[src/rtl/mqsb_pkg.sv]
// ----------------------------------------------------------------------------
// mqsb_pkg
// Shared types and constants for the multi-queue shared buffer.
// ----------------------------------------------------------------------------
`default_nettype none

package mqsb_pkg;

    localparam int SLOTS_DEF  = 16;
    localparam int QUEUES_DEF = 4;

    // stream payload widths, padded to whole bytes
    localparam int QN_W      = 3;
    localparam int VALUE_W   = 32;
    localparam int IN_DATA_W = 40;
    localparam int OUT_DATA_W = 40;

    localparam logic MODE_PUSH = 1'b0;
    localparam logic MODE_POP  = 1'b1;

    typedef enum logic [1:0] {
        ST_DONE  = 2'd0,
        ST_FULL  = 2'd1,
        ST_EMPTY = 2'd2
    } t_status;

    typedef enum logic [1:0] {
        S_IDLE,
        S_LOOK,
        S_DONE
    } t_state;

endpackage : mqsb_pkg

`default_nettype wire

[src/rtl/mqsb_ram.sv]
// ----------------------------------------------------------------------------
// mqsb_ram
// Simple dual-port RAM: one write port, one read port, registered read data
// that holds while no read is issued.
// ----------------------------------------------------------------------------
`default_nettype none

module mqsb_ram #(
    parameter int WIDTH = 8,
    parameter int DEPTH = 16,
    localparam int AW = (DEPTH > 1) ? $clog2(DEPTH) : 1
) (
    input  wire logic             i_clk,
    input  wire logic             i_we,
    input  wire logic [AW-1:0]    i_waddr,
    input  wire logic [WIDTH-1:0] i_wdata,
    input  wire logic             i_re,
    input  wire logic [AW-1:0]    i_raddr,
    output logic      [WIDTH-1:0] o_rdata
);

    logic [WIDTH-1:0] r_mem [DEPTH];

    always_ff @(posedge i_clk) begin
        if (i_we) begin
            r_mem[i_waddr] <= i_wdata;
        end
        if (i_re) begin
            o_rdata <= r_mem[i_raddr];
        end
    end

endmodule : mqsb_ram

`default_nettype wire

[src/rtl/mqsb_seq.sv]
// ----------------------------------------------------------------------------
// mqsb_seq
// Operation sequencer: reads the queue table and slot store, works out the
// new pointers, writes them back and holds the result for the output side.
// ----------------------------------------------------------------------------
`default_nettype none

module mqsb_seq #(
    parameter int SLOTS  = 16,
    parameter int QUEUES = 4,
    localparam int LW  = $clog2(SLOTS + 1),
    localparam int AW  = $clog2(SLOTS),
    localparam int QAW = (QUEUES > 1) ? $clog2(QUEUES) : 1
) (
    input  wire logic                        i_clk,
    input  wire logic                        i_rst_n,
    // operation in
    input  wire logic                        i_in_valid,
    output logic                             o_in_ready,
    input  wire logic                        i_mode,
    input  wire logic [mqsb_pkg::QN_W-1:0]    i_qn,
    input  wire logic [mqsb_pkg::VALUE_W-1:0] i_value,
    // result out
    output logic                             o_out_valid,
    input  wire logic                        i_out_ready,
    output mqsb_pkg::t_status                o_status,
    output logic [mqsb_pkg::VALUE_W-1:0]     o_pop_value,
    // queue table: {tail, head}
    output logic                             o_q_re,
    output logic [QAW-1:0]                   o_q_raddr,
    input  wire logic [2*LW-1:0]             i_q_rdata,
    output logic                             o_q_we,
    output logic [QAW-1:0]                   o_q_waddr,
    output logic [2*LW-1:0]                  o_q_wdata,
    // slot store: {value, link}
    output logic                             o_s_re,
    output logic [AW-1:0]                    o_s_raddr,
    input  wire logic [mqsb_pkg::VALUE_W+LW-1:0] i_s_rdata,
    output logic                             o_s_we,
    output logic [AW-1:0]                    o_s_waddr,
    output logic [mqsb_pkg::VALUE_W+LW-1:0]  o_s_wdata
);

    import mqsb_pkg::*;

    localparam logic [LW-1:0] NIL = LW'(SLOTS);

    t_state                r_state, n_state;
    logic                  r_mode;
    logic [QAW-1:0]        r_qidx;
    logic                  r_qok;
    logic [VALUE_W-1:0]    r_value;
    logic [LW-1:0]         r_free_head, n_free_head;
    logic [LW-1:0]         r_fresh;
    logic [QUEUES-1:0]     r_qvalid;
    logic [LW-1:0]         r_head, r_tail, r_next_free;
    logic                  r_had_head;
    t_status               r_status, n_status;
    logic                  r_out_valid;
    t_status               r_out_status;
    logic [VALUE_W-1:0]    r_out_value;

    logic                  w_accept, w_commit, w_qv, w_act;
    logic [LW-1:0]         w_head, w_tail, w_slink, w_pop_next;
    logic [VALUE_W-1:0]    w_svalue, n_out_value;

    assign w_accept   = i_in_valid && o_in_ready;
    assign w_commit   = (r_state == S_DONE) && (!r_out_valid || i_out_ready);
    assign w_qv       = r_qok && r_qvalid[r_qidx];
    assign w_head     = w_qv ? i_q_rdata[LW-1:0] : NIL;
    assign w_tail     = i_q_rdata[2*LW-1:LW];
    assign w_slink    = i_s_rdata[LW-1:0];
    assign w_svalue   = i_s_rdata[VALUE_W+LW-1:LW];
    assign w_act      = (r_status == ST_DONE);
    // a single-entry queue has its head at the tail
    assign w_pop_next = (r_head == r_tail) ? NIL : w_slink;

    // next state
    always_comb begin
        n_state = r_state;
        case (r_state)
            S_IDLE: begin
                if (w_accept) n_state = S_LOOK;
            end
            S_LOOK: n_state = S_DONE;
            S_DONE: begin
                if (w_commit) n_state = S_IDLE;
            end
            default: n_state = S_IDLE;
        endcase
    end

    // memory and handshake controls
    always_comb begin
        o_in_ready  = 1'b0;
        o_q_re      = 1'b0;
        o_q_raddr   = QAW'(32'(i_qn) - 32'd1);
        o_q_we      = 1'b0;
        o_q_waddr   = r_qidx;
        o_q_wdata   = '0;
        o_s_re      = 1'b0;
        o_s_raddr   = AW'(r_free_head);
        o_s_we      = 1'b0;
        o_s_waddr   = AW'(r_free_head);
        o_s_wdata   = {r_value, NIL};
        n_status    = r_status;
        n_free_head = r_free_head;
        n_out_value = '0;
        case (r_state)
            S_IDLE: begin
                o_in_ready = 1'b1;
                o_q_re     = w_accept;
                o_s_re     = w_accept;
            end
            S_LOOK: begin
                if (r_mode == MODE_PUSH) begin
                    if (!r_qok || r_free_head == NIL) begin
                        n_status = ST_FULL;
                    end else begin
                        n_status = ST_DONE;
                        // new slot is free, so its value can go in early
                        o_s_we    = 1'b1;
                        o_s_re    = (w_head != NIL);
                        o_s_raddr = AW'(w_tail);
                    end
                end else begin
                    if (w_head == NIL) begin
                        n_status = ST_EMPTY;
                    end else begin
                        n_status  = ST_DONE;
                        o_s_re    = 1'b1;
                        o_s_raddr = AW'(w_head);
                    end
                end
            end
            S_DONE: begin
                if (r_mode == MODE_POP) begin
                    n_out_value = w_act ? w_svalue : '1;
                end
                if (w_commit && w_act) begin
                    o_q_we = 1'b1;
                    if (r_mode == MODE_PUSH) begin
                        o_s_we      = r_had_head;
                        o_s_waddr   = AW'(r_tail);
                        o_s_wdata   = {w_svalue, r_free_head};
                        o_q_wdata   = {r_free_head, r_had_head ? r_head : r_free_head};
                        n_free_head = r_next_free;
                    end else begin
                        o_s_we      = 1'b1;
                        o_s_waddr   = AW'(r_head);
                        o_s_wdata   = {w_svalue, r_free_head};
                        o_q_wdata   = {r_tail, w_pop_next};
                        n_free_head = r_head;
                    end
                end
            end
            default: ;
        endcase
    end

    always_ff @(posedge i_clk) begin
        if (!i_rst_n) begin
            r_state     <= S_IDLE;
            r_free_head <= '0;
            r_fresh     <= '0;
            r_qvalid    <= '0;
            r_out_valid <= 1'b0;
        end else begin
            r_state     <= n_state;
            r_free_head <= n_free_head;
            if (w_commit && w_act && r_mode == MODE_PUSH) begin
                r_qvalid[r_qidx] <= 1'b1;
                if (r_free_head == r_fresh) r_fresh <= r_fresh + LW'(1);
            end
            if (w_commit) begin
                r_out_valid <= 1'b1;
            end else if (i_out_ready) begin
                r_out_valid <= 1'b0;
            end
        end
    end

    always_ff @(posedge i_clk) begin
        if (w_accept) begin
            r_mode  <= i_mode;
            r_qidx  <= QAW'(32'(i_qn) - 32'd1);
            r_qok   <= (i_qn != '0) && (32'(i_qn) <= 32'(QUEUES));
            r_value <= i_value;
        end
        if (r_state == S_LOOK) begin
            r_status   <= n_status;
            r_head     <= w_head;
            r_tail     <= w_tail;
            r_had_head <= (w_head != NIL);
            // never-used slots still chain to the next index
            r_next_free <= (r_free_head == r_fresh) ? r_free_head + LW'(1) : w_slink;
        end
        if (w_commit) begin
            r_out_status <= r_status;
            r_out_value  <= n_out_value;
        end
    end

    assign o_out_valid = r_out_valid;
    assign o_status    = r_out_status;
    assign o_pop_value = r_out_value;

    // ------------------------------------------------------------------
    a_fresh_range: assert property (@(posedge i_clk) disable iff (!i_rst_n)
        r_fresh <= NIL)
        else $error("fresh slot count beyond store size");

    a_commit_idle: assert property (@(posedge i_clk) disable iff (!i_rst_n)
        w_commit |=> (r_state == S_IDLE))
        else $error("sequencer did not return to idle after commit");

    a_no_idle_write: assert property (@(posedge i_clk) disable iff (!i_rst_n)
        (r_state == S_IDLE) |-> (!o_s_we && !o_q_we))
        else $error("memory write while idle");

    a_pop_recycle: assert property (@(posedge i_clk) disable iff (!i_rst_n)
        (w_commit && w_act && r_mode == MODE_POP) |=> (r_free_head == $past(r_head)))
        else $error("popped slot not at front of free list");

endmodule : mqsb_seq

`default_nettype wire

[src/rtl/multi_queue_shared_buffer_core.sv]
// ----------------------------------------------------------------------------
// multi_queue_shared_buffer_core
// Several FIFO queues held as linked lists in one shared slot store.
// ----------------------------------------------------------------------------
// Usage:
//   Slave stream carries one operation per transaction: a push of a value
//   onto a queue, or a pop from a queue (queues numbered from 1). The master
//   stream returns exactly one result per operation, in order: a status and
//   the popped value.
//   The result register is loaded in the write-back step: the queue table and
//   the free-list head are read at acceptance, the slot at the queue tail
//   (push) or head (pop) in the next cycle, in the look-up step, and links
//   and pointers are written back with the result in the write-back step.
//   The slot store has a single write port and registered reads. A new
//   operation is accepted only once the previous one has reached the result
//   register. The result register lets the next operation be taken while a
//   result waits; if the receiver stalls, the block holds in its write-back
//   step until the result register frees, then completes.
//   Reset (synchronous, active low) empties all queues and rebuilds the free
//   list at once; no clearing pass is needed, unused slots are tracked by a
//   fill count.
// ----------------------------------------------------------------------------
`default_nettype none

module multi_queue_shared_buffer_core #(
    parameter int SLOTS  = mqsb_pkg::SLOTS_DEF,
    parameter int QUEUES = mqsb_pkg::QUEUES_DEF
) (
    input  wire logic                            i_clk,
    input  wire logic                            i_rst_n,
    input  wire logic                            s_axis_tvalid,
    output logic                                 s_axis_tready,
    // [0] mode, [3:1] queue_number, [35:4] push_value, [39:36] zero
    input  wire logic [mqsb_pkg::IN_DATA_W-1:0]  s_axis_tdata,
    output logic                                 m_axis_tvalid,
    input  wire logic                            m_axis_tready,
    // [1:0] status, [33:2] pop_value, [39:34] zero
    output logic [mqsb_pkg::OUT_DATA_W-1:0]      m_axis_tdata
);

    import mqsb_pkg::*;

    localparam int LW  = $clog2(SLOTS + 1);
    localparam int AW  = $clog2(SLOTS);
    localparam int QAW = (QUEUES > 1) ? $clog2(QUEUES) : 1;
    localparam int SW  = VALUE_W + LW;

    logic                q_re, q_we, s_re, s_we;
    logic [QAW-1:0]      q_raddr, q_waddr;
    logic [2*LW-1:0]     q_rdata, q_wdata;
    logic [AW-1:0]       s_raddr, s_waddr;
    logic [SW-1:0]       s_rdata, s_wdata;
    t_status             status;
    logic [VALUE_W-1:0]  pop_value;

    mqsb_seq #(
        .SLOTS  (SLOTS),
        .QUEUES (QUEUES)
    ) u_seq (
        .i_clk       (i_clk),
        .i_rst_n     (i_rst_n),
        .i_in_valid  (s_axis_tvalid),
        .o_in_ready  (s_axis_tready),
        .i_mode      (s_axis_tdata[0]),
        .i_qn        (s_axis_tdata[QN_W:1]),
        .i_value     (s_axis_tdata[QN_W+VALUE_W:QN_W+1]),
        .o_out_valid (m_axis_tvalid),
        .i_out_ready (m_axis_tready),
        .o_status    (status),
        .o_pop_value (pop_value),
        .o_q_re      (q_re),
        .o_q_raddr   (q_raddr),
        .i_q_rdata   (q_rdata),
        .o_q_we      (q_we),
        .o_q_waddr   (q_waddr),
        .o_q_wdata   (q_wdata),
        .o_s_re      (s_re),
        .o_s_raddr   (s_raddr),
        .i_s_rdata   (s_rdata),
        .o_s_we      (s_we),
        .o_s_waddr   (s_waddr),
        .o_s_wdata   (s_wdata)
    );

    // queue table: head and tail per queue
    mqsb_ram #(
        .WIDTH (2 * LW),
        .DEPTH (QUEUES)
    ) u_qtab (
        .i_clk   (i_clk),
        .i_we    (q_we),
        .i_waddr (q_waddr),
        .i_wdata (q_wdata),
        .i_re    (q_re),
        .i_raddr (q_raddr),
        .o_rdata (q_rdata)
    );

    // slot store: value and link per slot
    mqsb_ram #(
        .WIDTH (SW),
        .DEPTH (SLOTS)
    ) u_slots (
        .i_clk   (i_clk),
        .i_we    (s_we),
        .i_waddr (s_waddr),
        .i_wdata (s_wdata),
        .i_re    (s_re),
        .i_raddr (s_raddr),
        .o_rdata (s_rdata)
    );

    assign m_axis_tdata = {(OUT_DATA_W - VALUE_W - 2)'(0), pop_value, status};

endmodule : multi_queue_shared_buffer_core

`default_nettype wire
[config.mk]
export PLATFORM = sky130hd
export DESIGN_NAME = multi_queue_shared_buffer_core
export DESIGN_NICKNAME = d
export VERILOG_FILES = /design/src/rtl/mqsb_pkg.sv /design/src/rtl/mqsb_ram.sv /design/src/rtl/mqsb_seq.sv /design/src/rtl/multi_queue_shared_buffer_core.sv
export SDC_FILE = /design/constraint.sdc
export NUM_CORES = 1
export LEC_CHECK = 0
export BUFFER_PORTS_ARGS = -buffer_cell sky130_fd_sc_hd__buf_2
export CORE_UTILIZATION = 45
export DETAILED_ROUTE_END_ITERATION = 12
export PLACE_DENSITY = 0.59
export RECOVER_POWER = 50
export SETUP_SLACK_MARGIN = 0.02
export SYNTH_ARGS = -nofsm -noshare
export SYNTH_HDL_FRONTEND = slang
export SYNTH_SLANG_ARGS = --single-unit
[constraint.sdc]
create_clock -name i_clk -period 5.65 [get_ports i_clk]
set_input_delay 0.565 -clock i_clk [delete_from_list [all_inputs] [get_ports i_clk]]
set_output_delay 0.565 -clock i_clk [all_outputs]
set_load 0.05 [all_outputs]
-- Yosys cells after proc, flatten, opt, wreduce, memory -nomap -nowiden
Memories as Yosys holds them, arrays and structs flattened. A register that Yosys moved wholly into a read port is not among the register bits.
Cells that the tools add are included.
- flip-flop bits (word level): 105
- bits in writable memories: 632
- bits of input ports: 44
- output and inout bits: 42
- word-level logic and storage cells: 101
- memories: 2
- add/subtract/negate cells: 3
- order comparisons: 3
- equal/unequal tests: 9
- multiplexer cells: 47
- bitwise operators: 2
- reduce and logical (&&, ||, !) cells: 19
- memories (name ; words ; width ; read ports ; clocked after Yosys merged registers in ; wr ports ; line ; text):
    u_slots.r_mem ; 16 ; 37 ; 1 ; 1 ; 1 ; mqsb_ram.sv:22 ; logic [WIDTH-1:0] r_mem [DEPTH];
    u_qtab.r_mem ; 4 ; 10 ; 1 ; 1 ; 1 ; mqsb_ram.sv:22 ;
- operators by type and width (kind ; number):
    two-way mux 37 bit ; 2
    two-way mux 32 bit ; 1
    two-way mux 10 bit ; 3
    two-way mux 4 bit ; 7
    two-way mux 5 bit ; 5
    two-way mux 1 bit ; 20
    adder 5 x 1 -> 5 bit, second input constant ; 2
    == test 5 bit ; 2
    == test 5 bit, second input constant ; 2
    two-way mux 2 bit ; 4
    AND reduction 2 bit ; 4
    logical AND 1 bit ; 7
    case mux 2 bit (3 select lines) ; 1
    != test 5 bit, second input constant ; 1
    logical NOT 2 bit ; 2
    != test 2 x 1 -> 1 bit, second input constant ; 2
    OR 4 bit ; 1
    case mux 1 bit (2 select lines) ; 2
    less-or-equal comparator 3 bit, second input constant ; 1
    less-than comparator 2 x 3 -> 1 bit, second input constant ; 1
    nonzero test 3 bit ; 1
    binary-select mux 1 bit (select 2 bit) ; 1
    demux 1 bit (select 2 bit) ; 1
    == test 2 x 1 -> 1 bit, second input constant ; 1
    7 further kinds ; 9

-- Longest topological paths before layout
- depth after elaboration: 8
- mapped depth: 13
- gate-level depth less buffers: 9

-- Hierarchy
Synthesis repeated with hierarchy kept, for this count alone.
- cell total of the unflattened synthesis: 1484
- area, all modules: 30236.5 µm²
- modules (own cells, without submodules) (module ; instances ; cells an instance ; area each (µm²) ; seq. area each (µm²)):
    mqsb_ram at u_slots ; 1 ; 963 ; 23312.4 ; 18888.1
    mqsb_seq ; 1 ; 448 ; 5101.1 ; 2982.9
    mqsb_ram at u_qtab ; 1 ; 66 ; 1774.2 ; 1501.4
    multi_queue_shared_buffer_core ; 1 ; 7 ; 48.8 ; 0.0

-- Worst setup path after synthesis
Ideal clock, no wire load.
- kind: flip-flop to flip-flop
- start point: register u_seq.r_mode
- end point: register u_slots.o_rdata[0], read port of u_slots.r_mem, enable pin
- library setup time: 0.487 ns
- arrival time: 4.252 ns
- data required time: 5.163 ns
- path slack: 0.911 ns
- stages on the path, launching flop included: 6
- path buffers: 3
- clock period less this slack: 4.739 ns
- cell sequence: edfxtp_1 clkbuf_1 clkbuf_1 buf_1 nor2_1 o31ai_1
- cells in the longest elaborated chain, start to end: 2
- elaborated cells on any way between the ends: 4
- those cells by class: 4 x mux
- ends and longest elaborated chain (item ; line ; text):
    start: declaration ; mqsb_seq.sv:49 ; logic r_mode;
    start signal: assignment ; mqsb_seq.sv:185 ; r_mode <= i_mode;
    two-way mux 1 bit ; mqsb_seq.sv:116 ; if (r_mode == MODE_PUSH) begin
    case mux 1 bit (2 select lines) ; mqsb_seq.sv:109 ; case (r_state)
    named net s_re ; multi_queue_shared_buffer_core.sv:48 ; logic q_re, q_we, s_re, s_we;
    end: declaration ; mqsb_ram.sv:19 ; output logic [WIDTH-1:0] o_rdata
The timed path passes the listed nets, and every way through them passes these cells.
A chain may end at the register's enable or synchronous reset.

-- Final worst setup path
- start point: register u_seq.r_status[0]
- end point: memory u_slots.r_mem[3][31] (netlist name), enable pin
- cells in the longest elaborated chain, start to end: 6
- elaborated cells on any way between the ends: 8
- those cells by class: 6 x mux; 2 x reduce/logical
- ends and longest elaborated chain (item ; line ; text):
    start: declaration ; mqsb_seq.sv:58 ; t_status r_status, n_status;
    start signal: assignment ; mqsb_seq.sv:191 ; r_status <= n_status;
    logical NOT 2 bit * ; mqsb_seq.sv:74 ; assign w_act = (r_status == ST_DONE);
    logical AND 1 bit * ; mqsb_seq.sv:140 ; if (w_commit && w_act) begin
    two-way mux 1 bit ; mqsb_seq.sv:140 ;
    case mux 1 bit (2 select lines) ; mqsb_seq.sv:109 ;
    two-way mux 1 bit ; mqsb_ram.sv:25 ; if (i_we) begin
    two-way mux 1 bit (implied by the code) ; mqsb_ram.sv:26 ; r_mem[i_waddr] <= i_wdata;
    end: declaration ; mqsb_ram.sv:22 ;
Mark *: on every way between the ends. The rest lies on a longest branch, timed or not.

==> out/metrics.cfg <==
[synth]
synth_area_um2 = 32300
synth_edf_count = 767
synthFlopType = edfxtp_1
yosys.area.top_type_share = 0.713
yosys.area.top_type = edfxtp_1
seq_area_frac_synth = 0.724
avgSynthCellArea_um2 = 14.3
ys_ff_latch = 784
synth.area.top_cells = edfxtp_1 (71%), a2111oi_0 (3.7%), nand2_1 (3.1%)
syn_inst = 2264
async_reset_ff_frac = 0
yosysUniqueCellTypes = 62
yosys_warnings = 0

[layout]
layout_common_cells = edfxtp_1 (767), nand2_1 (264), nand3_1 (191)
drive_gt1_frac = 0.102
nets = 2315
insertedDiodeCount = 0
syn2layout_area_growth_pct = 11.1
final_cells = 3260
final_core_util = 0.509
layout_commonest_cell = edfxtp_1

[grt]
grt_max_degree = 223
grt-ovfl-total = 0
grt_pass1_vias = 19700
grt_pass1_wl_um = 125000
track_usage = 0.226
antenna_found_initial = 0

[sta]
hold_viol_final = 0
grt_setup_unrepaired = no
max_slew.worst_pin.slew_ps = 3330
timing.fmax_ghz = 0.220
clock_skew_ps = 21.3
period_minus_slack_ps = 4540
drv_slew = 133
fin_crit_sh = 0.803
max-slew-margin-rel = -1.22
finalSetupTns_ps = 0
finalSetupViolations = 0

[floorplanning]
rows = 97
core_um2 = 70500
fp.dieH_um = 270
num_io_pins = 86
die_x_um = 270
start_util = 0.458
die-area_um2 = 72800

[route]
vias = 20200
wl_um = 83300
ant_nets = 0
first_iter_violations = 2027
dr.pass1.iters = 6
drc = 0
wl_per_cell_um = 25.5
viasPerCell = 6.19

[placement]
portBuffers = 75
dp.cells = 3123
routabilityCongestion = 0.796
dp_hpwl_um = 42600

[clocking]
cts_inserted_buffers = 79
cts_buffer_depth = 3
postCtsHoldBufs = 0
cts_setup_buffers = 0
cts_tree = done
clk_pin_slew_worst_paths_ps = 60
clockRootBuffer = clkbuf_16
clkSinkCount = 784
clk_latency_ps = 620
post_cts_resized = 0
htreeDepth = 3

[power]
leakage_nw = 11.4
peakVddDrop_v = 0.000175
powerDensity_nw_per_um2 = 337

[worst_setup_path]
end_kind = flop
r2r_cells = 7
worstPathRequired_ps = 5890
r2r_end = u_slots.r_mem[3][31]$_DFFE_PP_
worstSetupPathType = reg -> reg
r2r-start = u_seq.r_status[0]$_SDFFCE_PP0P_
cp_max_fo = 34
cp.arrival_ps = 4780
crit_path_start_kind = flop
r2r_setup_slack_ps = 1110

[run_status]
violations = max-capacitance violations, max-slew violations
status = finished, violations left

[min_path]
hp-class = in -> reg
hp-start = s_axis_tdata[8]
hold_depth = 1
min_to = u_seq.r_value[4]$_DFFE_PP_

[job]
drv_cap = 5

[cell usage after synthesis, types with 5 or more instances]
cell       number
nand2b_1       13
o21a_1         32
mux4_2         10
nor4_1         38
nand3_1       191
a2111oi_0     138
and3_1         75
buf_1           5
a211oi_1       82
mux2i_1        12
nor2_1         57
buf_2          59
xnor2_1         9
a2111oi_1      10
edfxtp_1      767
nor2b_1         5
and2_1         10
ha_1            7
a311o_1        76
buf_4          14
clkbuf_2       12
buf_6           9
clkbuf_1      117
nand2_1       263
inv_1          14
a21oi_1        13
xor2_1          9
dfxtp_1        17
o21ai_0       158
[state kept, by name, indices dropped and copies added (netlist names), 2 cells and up]
name               count
u_seq.r_status         2
u_seq.r_qvalid         4
u_slots.r_mem        592
u_seq.o_status         2
u_seq.r_free_head      5
u_seq.o_q_waddr        2
u_seq.r_value         32
u_seq.r_state          2
u_qtab.o_rdata        10
u_slots.o_rdata       37
u_seq.o_pop_value     32
u_seq.r_head           5
u_seq.r_tail           5
u_qtab.r_mem          40
u_seq.r_next_free      5
u_seq.r_fresh          5
[metrics by stage]
| stage | hold WS, ps | cell area, um^2 | setup WS (ps) | total power [mW] |
|---|---|---|---|---|
| after floorplan | 400 | 32300 | 911 | 7.14 |
| after global placement | 426 | 33700 | 1370 | 7.39 |
| after detailed placement | 432 | 33700 | 1340 | 7.40 |
| after CTS | 90.2 | 36000 | 1300 | 12.2 |
| after global routing | 101 | 35900 | 774 | 12.5 |
| final | 128 | 35900 | 1110 | 12.1 |
[layout make-up]
cell class                      count  area [um^2]
Sequential cell                   784        23400
Multi-Input combinational cell   1254         8030
Timing Repair Buffer              130          921
Fill cell                        5807        34600
Clock inverter                     41          258
Clock buffer                       96         2060
Inverter                           15         56.3
Tap cell                          940         1180
[worst max-delay path by stage]
| stage | end | from | slack, ps | depth (start not counted) |
|---|---|---|---|---|
| floorplan | u_slots.o_rdata[0]$_DFFE_PP_ | u_seq.r_mode$_DFFE_PP_ | 910 | 5 |
| global placement | u_slots.r_mem[8][19]$_DFFE_PP_ | u_seq.r_status[1]$_SDFFCE_PN0P_ | 1370 | 7 |
| detailed placement | u_slots.r_mem[8][19]$_DFFE_PP_ | u_seq.r_status[1]$_SDFFCE_PN0P_ | 1340 | 7 |
| CTS | u_slots.r_mem[8][18]$_DFFE_PP_ | u_seq.r_status[1]$_SDFFCE_PN0P_ | 1300 | 7 |
| global route | u_slots.r_mem[3][22]$_DFFE_PP_ | u_seq.r_status[1]$_SDFFCE_PN0P_ | 770 | 7 |
| finish | u_slots.r_mem[3][31]$_DFFE_PP_ | u_seq.r_status[0]$_SDFFCE_PP0P_ | 1110 | 7 |
[layer usage]
layer  wire, um  global-route usage  share of wire
met5          0                   0              0
met4       2510              0.0839          0.030
met3       5340              0.0290          0.064
met2      39500               0.361           0.47
met1      35900               0.317           0.43
[power by group]
group | total (mW) | internal (mW) | switching [mW]
Sequential | 6.59 | 6.53 | 0.0587
Clock | 4.81 | 2.68 | 2.13
Combinational | 0.687 | 0.171 | 0.516
Total | 12.1 | 9.38 | 2.71
[cells by family after synthesis]
kind of cell    count (synthesis)  synth area share
flops                         784             0.724
mux                            27            0.0126
fa+ha+maj                       7           0.00271
buf+inv                       231            0.0333
xor+xnor                       18           0.00488
other cells                     1          0.000116
simple gates                  669            0.0984
compound gates                527             0.124
[critical path, cell delays in order (launching register included)]
cell      delay [ps]
edfxtp_1         340
or2_2            780
or3b_1          1050
a21oi_1          140
a21oi_1          340
nand4_1          460
nor2_4           400
buf_4            630
Power figures use the tool's default switching activity.
